--- config.mk ---
export PLATFORM = sky130hd
export DESIGN_NAME = dbtri_ctrl
export DESIGN_NICKNAME = d
export VERILOG_FILES = /design/src/hw/rtl/dbtri_pkg.sv /design/src/hw/rtl/dbtri_ctrl.sv
export SDC_FILE = /design/constraint.sdc
export NUM_CORES = 1
export LEC_CHECK = 0
export BUFFER_PORTS_ARGS = -buffer_cell sky130_fd_sc_hd__buf_4
export CORE_UTILIZATION = 45
export DETAILED_ROUTE_END_ITERATION = 10
export HOLD_SLACK_MARGIN = 0.08
export PLACE_DENSITY = 0.69
export SETUP_SLACK_MARGIN = 0.05
export SLEW_MARGIN = 25
export SYNTH_ARGS = -nofsm -noshare
export SYNTH_HDL_FRONTEND = slang
export SYNTH_SLANG_ARGS = --single-unit
--- constraint.sdc ---
create_clock -name clk_i -period 2.6 [get_ports clk_i]
set_clock_uncertainty 0.1 [all_clocks]
set_input_delay 0 -clock clk_i [delete_from_list [all_inputs] [get_ports clk_i]]
set_output_delay 0 -clock clk_i [all_outputs]
set_load 0.03 [all_outputs]
--- src/hw/rtl/dbtri_pkg.sv ---
// ----------------------------------------------------------------------------
// dbtri_pkg
// Shared types, codes and constants of the day-bucketed time range index.
// ----------------------------------------------------------------------------
package dbtri_pkg;

  localparam int unsigned TS_W        = 31;
  localparam int unsigned IDX_W       = 13;
  localparam int unsigned DAY_VW      = 15;
  localparam int unsigned REM_W       = 17;
  localparam int unsigned CMP_W       = 17;
  localparam int unsigned RECIP_SHIFT = 47;

  localparam logic [REM_W-1:0] SECS_PER_DAY = 17'd86400;
  // floor(2^47 / 86400): quotient estimate is exact or one low
  localparam logic [TS_W-1:0]  DAY_RECIP    = 31'd1628906115;

  typedef enum logic [0:0] {
    OPC_LOAD  = 1'b0,
    OPC_QUERY = 1'b1
  } opcode_e;

  typedef enum logic [1:0] {
    ST_OK        = 2'd0,
    ST_STORE_OVF = 2'd1,
    ST_DAY_OVF   = 2'd2,
    ST_NOT_BUILT = 2'd3
  } status_e;

  typedef struct packed {
    logic            opcode;
    logic [TS_W-1:0] timestamp;
    logic            last_of_load;
    logic [TS_W-1:0] range_start;
    logic [TS_W-1:0] range_stop;
  } in_word_t;

  typedef struct packed {
    logic [IDX_W-1:0] start_index;
    logic [IDX_W-1:0] stop_index;
    logic [1:0]       status;
  } out_word_t;

  typedef enum logic [4:0] {
    DP_NOP,
    DP_CAPTURE,
    DP_APPEND,
    DP_BLD_CHECK,
    DP_FD,
    DP_LD,
    DP_LATCH_DAY,
    DP_FWD_FETCH,
    DP_FWD_STEP,
    DP_FWD_FILL,
    DP_REV_FETCH,
    DP_REV_STEP,
    DP_REV_FILL,
    DP_DENY,
    DP_QS_DIV,
    DP_QS_DEC,
    DP_QS_LO,
    DP_QS_HI,
    DP_QS_SCAN,
    DP_QS_CMP,
    DP_QP_DIV,
    DP_QP_DEC,
    DP_QP_HI,
    DP_QP_LO,
    DP_QP_SCAN,
    DP_QP_CMP,
    DP_EMIT
  } dp_op_e;

  typedef struct packed {
    dp_op_e op;
  } dp_cmd_t;

  typedef struct packed {
    logic is_query;
    logic is_last;
    logic built;
    logic bad_store;
    logic day_valid;
    logic days_bad;
    logic fwd_hit;
    logic rev_hit;
    logic i_last;
    logic i_first;
    logic k_full;
    logic k_zero;
    logic qs_low;
    logic qs_high;
    logic qp_low;
    logic qp_high;
    logic r_zero;
    logic b_zero;
    logic scan_go;
    logic ts_ge;
    logic p_go;
    logic j_in;
    logic ts_le;
  } dp_stat_t;

endpackage

--- src/hw/rtl/dbtri_ctrl.sv ---
// ----------------------------------------------------------------------------
// dbtri_ctrl
// Sequencer for load, table build and range query; owns the output valid.
// ----------------------------------------------------------------------------
module dbtri_ctrl import dbtri_pkg::*; (
  input  logic     clk_i,
  input  logic     rst_ni,
  input  logic     in_valid_i,
  output logic     in_stall_o,
  output logic     out_valid_o,
  input  logic     out_stall_i,
  input  dp_stat_t stat_i,
  output dp_cmd_t  cmd_o
);

  typedef enum logic [4:0] {
    S_IDLE, S_DISPATCH,
    S_B_CHK, S_B_FD, S_B_LD,
    S_F_FETCH, S_F_WAIT, S_F_STEP, S_F_FILL,
    S_R_FETCH, S_R_WAIT, S_R_STEP, S_R_FILL,
    S_QS_WAIT, S_QS_DEC, S_QS_LO, S_QS_HI, S_QS_SCAN, S_QS_CMP,
    S_QP_DIV, S_QP_WAIT, S_QP_DEC, S_QP_HI, S_QP_LO, S_QP_SCAN, S_QP_CMP,
    S_EMIT
  } state_e;

  state_e state_q, state_d;
  logic   out_valid_q, out_valid_d;
  dp_op_e op;

  always_comb begin
    state_d     = state_q;
    out_valid_d = out_valid_q && out_stall_i;
    op          = DP_NOP;
    unique case (state_q)
      S_IDLE: begin
        if (in_valid_i) begin
          op      = DP_CAPTURE;
          state_d = S_DISPATCH;
        end
      end
      S_DISPATCH: begin
        if (!stat_i.is_query) begin
          op      = DP_APPEND;
          state_d = stat_i.is_last ? S_B_CHK : S_IDLE;
        end else if (!stat_i.built) begin
          op      = DP_DENY;
          state_d = S_EMIT;
        end else begin
          op      = DP_QS_DIV;
          state_d = S_QS_WAIT;
        end
      end
      S_B_CHK: begin
        op      = DP_BLD_CHECK;
        state_d = stat_i.bad_store ? S_EMIT : S_B_FD;
      end
      S_B_FD: begin
        if (stat_i.day_valid) begin
          op      = DP_FD;
          state_d = S_B_LD;
        end
      end
      S_B_LD: begin
        if (stat_i.day_valid) begin
          op      = DP_LD;
          state_d = stat_i.days_bad ? S_EMIT : S_F_FETCH;
        end
      end
      S_F_FETCH: begin
        op      = DP_FWD_FETCH;
        state_d = S_F_WAIT;
      end
      S_F_WAIT: begin
        if (stat_i.day_valid) begin
          op      = DP_LATCH_DAY;
          state_d = S_F_STEP;
        end
      end
      S_F_STEP: begin
        op = DP_FWD_STEP;
        if (!stat_i.fwd_hit) begin
          state_d = stat_i.i_last ? S_F_FILL : S_F_FETCH;
        end
      end
      S_F_FILL: begin
        op = DP_FWD_FILL;
        if (stat_i.k_full) begin
          state_d = S_R_FETCH;
        end
      end
      S_R_FETCH: begin
        op      = DP_REV_FETCH;
        state_d = S_R_WAIT;
      end
      S_R_WAIT: begin
        if (stat_i.day_valid) begin
          op      = DP_LATCH_DAY;
          state_d = S_R_STEP;
        end
      end
      S_R_STEP: begin
        op = DP_REV_STEP;
        if (!stat_i.rev_hit) begin
          state_d = stat_i.i_first ? S_R_FILL : S_R_FETCH;
        end
      end
      S_R_FILL: begin
        op = DP_REV_FILL;
        if (stat_i.k_zero) begin
          state_d = S_EMIT;
        end
      end
      S_QS_WAIT: begin
        if (stat_i.day_valid) begin
          op      = DP_LATCH_DAY;
          state_d = S_QS_DEC;
        end
      end
      S_QS_DEC: begin
        op      = DP_QS_DEC;
        state_d = (stat_i.qs_low || stat_i.qs_high) ? S_QP_DIV : S_QS_LO;
      end
      S_QS_LO: begin
        op      = DP_QS_LO;
        state_d = stat_i.r_zero ? S_QP_DIV : S_QS_HI;
      end
      S_QS_HI: begin
        op      = DP_QS_HI;
        state_d = S_QS_SCAN;
      end
      S_QS_SCAN: begin
        op      = DP_QS_SCAN;
        state_d = stat_i.scan_go ? S_QS_CMP : S_QP_DIV;
      end
      S_QS_CMP: begin
        op      = DP_QS_CMP;
        state_d = stat_i.ts_ge ? S_QP_DIV : S_QS_SCAN;
      end
      S_QP_DIV: begin
        op      = DP_QP_DIV;
        state_d = S_QP_WAIT;
      end
      S_QP_WAIT: begin
        if (stat_i.day_valid) begin
          op      = DP_LATCH_DAY;
          state_d = S_QP_DEC;
        end
      end
      S_QP_DEC: begin
        op      = DP_QP_DEC;
        state_d = (stat_i.qp_high || stat_i.qp_low) ? S_EMIT : S_QP_HI;
      end
      S_QP_HI: begin
        op = DP_QP_HI;
        if (stat_i.r_zero) begin
          state_d = S_EMIT;
        end else begin
          state_d = stat_i.b_zero ? S_QP_SCAN : S_QP_LO;
        end
      end
      S_QP_LO: begin
        op      = DP_QP_LO;
        state_d = S_QP_SCAN;
      end
      S_QP_SCAN: begin
        op = DP_QP_SCAN;
        if (!stat_i.p_go) begin
          state_d = S_EMIT;
        end else if (stat_i.j_in) begin
          state_d = S_QP_CMP;
        end
      end
      S_QP_CMP: begin
        op      = DP_QP_CMP;
        state_d = stat_i.ts_le ? S_EMIT : S_QP_SCAN;
      end
      S_EMIT: begin
        // hold the result until the output register is free
        if (!out_valid_q || !out_stall_i) begin
          op          = DP_EMIT;
          out_valid_d = 1'b1;
          state_d     = S_IDLE;
        end
      end
      default: begin
        state_d = S_IDLE;
      end
    endcase
  end

  always_ff @(posedge clk_i or negedge rst_ni) begin
    if (!rst_ni) begin
      state_q     <= S_IDLE;
      out_valid_q <= 1'b0;
    end else begin
      state_q     <= state_d;
      out_valid_q <= out_valid_d;
    end
  end

  assign cmd_o.op    = op;
  assign in_stall_o  = (state_q != S_IDLE);
  assign out_valid_o = out_valid_q;

endmodule

==> results of run 1 <==
## metrics by stage
stage / worst slack [ns] / cells / util, % / area (um^2)
2_1_floorplan: 0.366 / 177 / - / 1220
3_3_place_gp: 0.540 / 230 / 57.9 / 1460
3_5_place_dp: 0.473 / 230 / 57.9 / 1460
4_1_cts: 0.320 / 236 / 60.0 / 1510
5_1_grt: 0.117 / 236 / 60.0 / 1510
6_report: 0.277 / 236 / 60.0 / 1510
## timing repair
action,4_1_cts,5_1_grt
gates resized for setup,0,0
hold endpoints to repair,7,0
endpoints found under the setup margin,0,0
setup buffers,0,0
hold buffers,3,0
## area by class of cell
| class | count | area [um^2] | area share, % |
|---|---|---|---|
| sequential | 6 | 150 | 9.92 |
| tap | 30 | 37.5 | 2.48 |
| clock buffer | 3 | 22.5 | 1.49 |
| multi-input combinational | 149 | 951 | 62.8 |
| inverter | 4 | 15.0 | 0.992 |
| timing repair buffer | 44 | 338 | 22.3 |
## worst min path at each step
stage	startpoint	end	slack, ns	cells past startpoint
2_1_floorplan	rst_ni	out_valid_o	-0.40	0
3_3_place_gp	rst_ni	out_valid_o	-0.29	1
3_5_place_dp	rst_ni	state_q[1]	-0.29	1
4_1_cts	stat_i[20]	state_q[0]	0.16	4
5_1_grt	stat_i[20]	state_q[0]	0.18	4
6_report	stat_i[20]	state_q[0]	0.16	4
## power groups by stage
stage | registers, mW | clock network (mW) | logic (mW)
6_report | 0.260 | 0.0837 | 1.58
5_1_grt | 0.270 | 0.0949 | 1.70
4_1_cts | 0.252 | 0.0851 | 1.56
3_5_place_dp | 0.254 | 0 | 1.55
3_3_place_gp | 0.249 | 0 | 1.54
2_1_floorplan | 0.169 | 0 | 1.25
## Yosys cell counts, types with 4 or more instances
cell,n
sky130_fd_sc_hd__nand3b_1,6
sky130_fd_sc_hd__nor3_1,7
sky130_fd_sc_hd__o221ai_1,5
sky130_fd_sc_hd__nand2_1,14
sky130_fd_sc_hd__a21oi_1,10
sky130_fd_sc_hd__nor4_1,5
sky130_fd_sc_hd__dfrtp_1,6
sky130_fd_sc_hd__nand3_1,8
sky130_fd_sc_hd__nor2_1,11
sky130_fd_sc_hd__nor2b_1,7
sky130_fd_sc_hd__nand2b_1,10
sky130_fd_sc_hd__a22oi_1,4
sky130_fd_sc_hd__o21ai_0,16
sky130_fd_sc_hd__buf_2,9
sky130_fd_sc_hd__buf_4,6
## registers in the layout, summed over array words and instances, names as in the netlist
register     count
out_valid_o      1
state_q          5
## layer usage
metal | up-vias | wire length (um) | part of all wire, % | global-route usage (%)
met4 | 0 | 116 | 2.8 | 14.1
met2 | 96 | 2000 | 47 | 50.0
met3 | 15 | 394 | 9.3 | 4.24
li1 | 746 | - | - | -
met1 | 744 | 1710 | 40 | 39.3
met5 | - | 0 | 0 | 0
## worst min-delay path: cells and delay by family
kind / cells / cell delay [ns]
mux: 1 / 0.11
compound gates: 2 / 0.23
buf+inv: 1 / 0.11
## logic make-up (layout without fill, tap and decap cells)
family / Yosys count / after routing / synth area share, %
buffers and inverters: 22 / 51 / 10.1
flip-flops: 6 / 6 / 12.3
multiplexers: 3 / 3 / 2.86
AO/OA/AOI/OAI: 68 / 68 / 39.7
AND/OR/NAND/NOR: 78 / 78 / 35.0
==> results_tabular.tex, run 1 <==
\begin{tabular}{lr}
\hline
Metric & Value \\
\hline
\multicolumn{2}{l}{\textbf{STA}} \\
Final min period & 2.32 ns \\
Setup\_tns & 0 ns \\
Final hold violation count & 0 \\
Least-Margin Pin Slew & 0.564 ns \\
Relative slew margins & a little over three fifths \\
Max-slew violation total from the final report & 0 \\
Share of the clock period used by the worst path & approximately nine tenths \\
Hold\_ws & approximately 0.16 ns \\
Unrepaired setup endpoints after global routing & false \\
Max Clk Rate & 431 MHz \\
Setup Viol. Count Final & 0 \\
\multicolumn{2}{l}{\textbf{Global routing}} \\
Global-route wire length before repair & approximately 6.5 mm \\
GRT overflow & 0 \\
Initial antenna violation count & 0 \\
Pin count of the biggest net entering global routing & 24 \\
Overall track demand over capacity in global routing & 30.7\% \\
Via count of the first global-routing pass & 1,424 \\
\multicolumn{2}{l}{\textbf{Die}} \\
Starting utilization of the core area & 48.6\% \\
\# rows & 18 \\
Area of the die & 2930 um\^{}2 \\
Core area & around 2500 um\^{}2 \\
Chip Height & 54.2 um \\
Die span in x & approximately 54 um \\
I/O pins & 34 \\
\multicolumn{2}{l}{\textbf{Critical path}} \\
Worst endpoint data arrival time & roughly 2.2 ns \\
Category of the worst setup path launch point & register \\
Nature of the critical path endpoint & output pin \\
Bufs and invs on worst path & 2 \\
Endpoint of the most critical setup path & cmd\_o[2] \\
Worst reg2reg path startpoint & state\_q[3] \\
Critical R2R Capture & state\_q[4] \\
Cell family contributing the most delay on the critical path & flip-flops \\
Path length in cells of the critical path & 7 \\
Stage delay of the slowest cell on the critical path & around 0.63 ns \\
Worst endpoint required time & about 2.5 ns \\
Slowest cell on the critical path & sky130\_fd\_sc\_hd\_\_dfrtp\_1 \\
Critical path class & register to output pin \\
Number of cell instances on the worst register-to-register path & 5 \\
Cell mode on critical path & sky130\_fd\_sc\_hd\_\_buf\_4 \\
Cells along the critical path & buf\_4 -> nor2b\_1 -> o21ai\_0 -> a21oi\_1 -> o21ai\_1 -> o311ai\_0 -> buf\_4 \\
Max Fanout on Critical Path & 19 \\
FF-to-FF setup slack & between 0.4 and 0.5 ns \\
Worst setup path startpoint & state\_q[3] \\
\multicolumn{2}{l}{\textbf{Synth}} \\
Biggest area consumer among synthesized cells & sky130\_fd\_sc\_hd\_\_dfrtp\_1 \\
Distinct cell type count after synthesis & slightly below 50 \\
Post-synthesis async set-or-reset flop share & 100\% \\
Total nets after synthesis & around 200 \\
Gate count after technology mapping & roughly 180 \\
Top flip-flop cell by instance count after synthesis & sky130\_fd\_sc\_hd\_\_dfrtp\_1 \\
Number of synthesized flops with an enable pin & 0 \\
YS warnings & 0 \\
Top cell type's share of synthesized area & 12.3\% \\
Netlist area before placement & approximately 1200 um\^{}2 \\
Fraction of the yosys area taken by sequential cells & roughly 12\% \\
Post-Synthesis Mean Instance Area & 6.92 um\^{}2 \\
Leading post-synthesis cells by cell area & sky130\_fd\_sc\_hd\_\_dfrtp\_1 12\%, sky130\_fd\_sc\_hd\_\_o21ai\_0 6.5\%, sky130\_fd\_sc\_hd\_\_nand2b\_1 5.1\% \\
Number of synthesized register bits & 6 \\
\multicolumn{2}{l}{\textbf{Power and ir drop}} \\
Seq pwr share & between 10 and 15\% \\
Psw & $\sim$1.1 mW \\
Combinational share of power & slightly above 80\% \\
Share of total power in the clock network & $\sim$4.3\% \\
P per Cell Area & 1270 nW/um\^{}2 \\
Cell leakage power & 0.583 nW \\
Internal Power & 0.819 mW \\
Post-route total power & just under 2 mW \\
Switching power share of the total & about 58\% \\
VDD IR-drop max & between 0.0006 and 0.0007 V \\
\multicolumn{2}{l}{\textbf{Detailed routing}} \\
DRC violation count after routing & 0 \\
Count of vias placed by the detailed router & between 1,500 and 2,000 \\
Number of nets still failing antenna checks after routing & 0 \\
Total wire length after detailed routing & around 4.2 mm \\
Vias per cell & around 6.8 \\
DR WL/cell & 17.9 um \\
TritonRoute pass-1 iters & 4 \\
Drt initial violations & 92 \\
\multicolumn{2}{l}{\textbf{Place}} \\
Final HPWL from detailed placement & roughly 3.1 mm \\
Final estimated routing congestion in global placement & roughly 0.97 \\
Number of buffer cells added on primary ports & 33 \\
\multicolumn{2}{l}{\textbf{Final layout}} \\
Number of nets at the end of the flow & $\sim$240 \\
Filler instances & 240 \\
Leading cell type in the layout, fill and taps excluded & sky130\_fd\_sc\_hd\_\_buf\_4 \\
Antenna cells & 0 \\
Area added between synthesis and finish & 23.6\% \\
Layout cells sized above 1 & about a quarter \\
Most used cells in the layout excluding fill and tap cells & 41 x sky130\_fd\_sc\_hd\_\_buf\_4, 16 x sky130\_fd\_sc\_hd\_\_o21ai\_0, 14 x sky130\_fd\_sc\_hd\_\_nand2\_1 \\
\multicolumn{2}{l}{\textbf{Clock network}} \\
Clock-pin transition on the worst setup and hold timing paths & roughly 0.050 ns \\
Number of clock buffers inserted by TritonCTS & 3 \\
Number of H-tree levels & 1 \\
Clock Root Buffer & sky130\_fd\_sc\_hd\_\_clkbuf\_4 \\
Maximum buffer depth of the clock tree & 2 \\
TritonCTS clock tree & yes \\
Clock Sink Count & 6 \\
Clock insertion delay at the later pin of the skew report & 0.24 ns \\
\multicolumn{2}{l}{\textbf{Run}} \\
Count of max-cap constraint violations & 0 \\
\multicolumn{2}{l}{\textbf{Hold path}} \\
Path class of the lowest-slack min-delay path & primary input to register \\
\multicolumn{2}{l}{\textbf{Run status}} \\
Run status & completed \\
\hline
\end{tabular}
No activity file was read; power rests on OpenSTA's default activity.
==> run 2: changes to the inputs <==
--- a/config.mk
+++ b/config.mk
@@ -5,7 +5,7 @@
 export SDC_FILE = /design/constraint.sdc
 export NUM_CORES = 1
 export LEC_CHECK = 0
-export BUFFER_PORTS_ARGS = -buffer_cell sky130_fd_sc_hd__buf_4
+export BUFFER_PORTS_ARGS = -buffer_cell sky130_fd_sc_hd__buf_2
 export CORE_UTILIZATION = 45
 export DETAILED_ROUTE_END_ITERATION = 10
 export HOLD_SLACK_MARGIN = 0.08
==> results_tabular.tex, run 2 (synthesized netlist as in run 1, its figures left out) <==
\begin{tabular}{lr}
\hline
Metric & Value \\
\hline
\multicolumn{2}{l}{\textbf{Clock network}} \\
Number of clock buffers inserted by TritonCTS & 3 \\
Clock Sink Count & 6 \\
Clock Root Buffer & sky130\_fd\_sc\_hd\_\_clkbuf\_4 \\
Clock-pin transition on the worst setup and hold timing paths & $\sim$0.040 ns \\
Total setup buffers inserted after CTS & 0 \\
Maximum buffer depth of the clock tree & 2 \\
Clock insertion delay at the later pin of the skew report & 0.25 ns \\
TritonCTS clock tree & yes \\
Number of H-tree levels & 1 \\
\multicolumn{2}{l}{\textbf{Detailed routing}} \\
TritonRoute pass-1 iters & 5 \\
Drt initial violations & 70 \\
Number of nets still failing antenna checks after routing & 0 \\
DRC violation count after routing & 0 \\
Count of vias placed by the detailed router & roughly 1,600 \\
Vias per cell & about 6.8 \\
DR WL/cell & approximately 17 um \\
Total wire length after detailed routing & 4.08 mm \\
\multicolumn{2}{l}{\textbf{Final layout}} \\
Filler instances & between 200 and 300 \\
Area added between synthesis and finish & 16.2\% \\
Register ranked first by flip-flop count & state\_q \\
Layout cells sized above 1 & between 20\% and 30\% \\
Number of nets at the end of the flow & between 200 and 250 \\
Most used cells in the layout excluding fill and tap cells & 33 x sky130\_fd\_sc\_hd\_\_buf\_2, 16 x sky130\_fd\_sc\_hd\_\_o21ai\_0, 14 x sky130\_fd\_sc\_hd\_\_nand2\_1 \\
Number of flip-flops in the largest register & 5 \\
Leading cell type in the layout, fill and taps excluded & sky130\_fd\_sc\_hd\_\_buf\_2 \\
Antenna cells & 0 \\
\multicolumn{2}{l}{\textbf{Critical path}} \\
Number of cell instances on the worst register-to-register path & 6 \\
Nature of the critical path endpoint & output pin \\
Max Fanout on Critical Path & 17 \\
Critical path class & register to output pin \\
Category of the worst setup path launch point & register \\
Worst endpoint data arrival time & 2.30 ns \\
Worst endpoint required time & around 2.5 ns \\
\multicolumn{2}{l}{\textbf{STA}} \\
Setup\_tns & 0 ns \\
Final hold violation count & 0 \\
Share of the clock period used by the worst path & slightly above 90\% \\
Unrepaired setup endpoints after global routing & false \\
Final min period & between 2 and 2.5 ns \\
Max-slew violation total from the final report & 0 \\
Max Clk Rate & 416 MHz \\
Setup Viol. Count Final & 0 \\
Least-Margin Pin Slew & between 0.6 and 0.7 ns \\
Relative slew margins & about 59\% \\
\multicolumn{2}{l}{\textbf{Run status}} \\
Run status & completed \\
\multicolumn{2}{l}{\textbf{Global routing}} \\
Overall track demand over capacity in global routing & 29.0\% \\
Initial antenna violation count & 0 \\
Global-route wire length before repair & about 6.3 mm \\
Via count of the first global-routing pass & approximately 1,300 \\
Pin count of the biggest net entering global routing & 22 \\
GRT overflow & 0 \\
\multicolumn{2}{l}{\textbf{Die}} \\
\# rows & 18 \\
Starting utilization of the core area & between 40\% and 50\% \\
Area of the die & around 2900 um\^{}2 \\
Die span in x & between 50 and 60 um \\
Chip Height & 54.2 um \\
Core area & $\sim$2500 um\^{}2 \\
I/O pins & 34 \\
\multicolumn{2}{l}{\textbf{Power and ir drop}} \\
Cell leakage power & roughly 0.55 nW \\
P per Cell Area & 1300 nW/um\^{}2 \\
Post-route total power & 1.85 mW \\
VDD IR-drop max & about 0.00070 V \\
\multicolumn{2}{l}{\textbf{Hold path}} \\
Path class of the lowest-slack min-delay path & primary input to register \\
Hold Crit Depth & 5 \\
\multicolumn{2}{l}{\textbf{Place}} \\
Final HPWL from detailed placement & between 3 and 4 mm \\
Final estimated routing congestion in global placement & 0.964 \\
Number of buffer cells added on primary ports & 33 \\
\multicolumn{2}{l}{\textbf{Run}} \\
Count of max-cap constraint violations & 0 \\
\hline
\end{tabular}
## run 2: changes by cell type in the layout (fill, tap and decap cells not counted), sizes merged
cell / previous run / this run
buf: 41 / 40
## run 2: final cells by class
cell class	count	area [um^2]	area share, %
multi-input combinational	149	951	66.8
timing repair buffer	43	248	17.4
sequential	6	150	10.5
tap	30	37.5	2.64
clock buffer	3	22.5	1.58
inverter	4	15.0	1.05
## run 2: worst paths after layout
check,startpoint,end,slack (ns)
max,state_q[0],cmd_o[0],0.20
min,stat_i[10],state_q[2],0.22
max reg2reg,state_q[0],state_q[4],0.43
min reg2reg,out_valid_o,out_valid_o,0.51
max in group asynchronous,rst_ni,state_q[3],1.56
min in group asynchronous,rst_ni,state_q[4],0.61
## run 2: per-layer routing
| layer | wire (um) | global-route usage [%] |
|---|---|---|
| met1 | 1670 | 39.9 |
| met2 | 1960 | 48.6 |
| met3 | 419 | 2.54 |
| met4 | 25 | 5.98 |
| met5 | 0 | 0 |
## run 2: repair_timing
| action | 4_1_cts | 5_1_grt |
|---|---|---|
| hold buffers | 3 | 0 |
| gates resized for setup | 0 | 0 |
| hold endpoints to repair | 7 | 0 |
## run 2: critical path: stages (launching register included)
cell and delay, ns:
sky130_fd_sc_hd__dfrtp_1 0.72, sky130_fd_sc_hd__buf_4 0.30, sky130_fd_sc_hd__nand4bb_1 0.17, sky130_fd_sc_hd__nor3_1 0.39
sky130_fd_sc_hd__a221oi_1 0.12, sky130_fd_sc_hd__o211ai_1 0.12, sky130_fd_sc_hd__buf_2 0.22
## run 2: power breakdown
part	total, mW	internal, mW	switching [mW]
combinational	1.47	0.566	0.902
sequential	0.292	0.135	0.157
clock	0.0872	0.0523	0.0349
total	1.85	0.753	1.09
## run 2: per-stage QoR
stage                     util, %  std cells  worst slack [ns]  hold WS [ns]  area (um^2)
after floorplan                 -        177             0.366        -0.396         1220
after global placement       54.4        229             0.503        -0.277         1370
after detailed placement     54.4        229             0.455        -0.269         1370
after CTS                    56.4        235             0.219         0.202         1420
after global routing         56.4        235            0.0572         0.230         1420
final                        56.4        235             0.198         0.216         1420
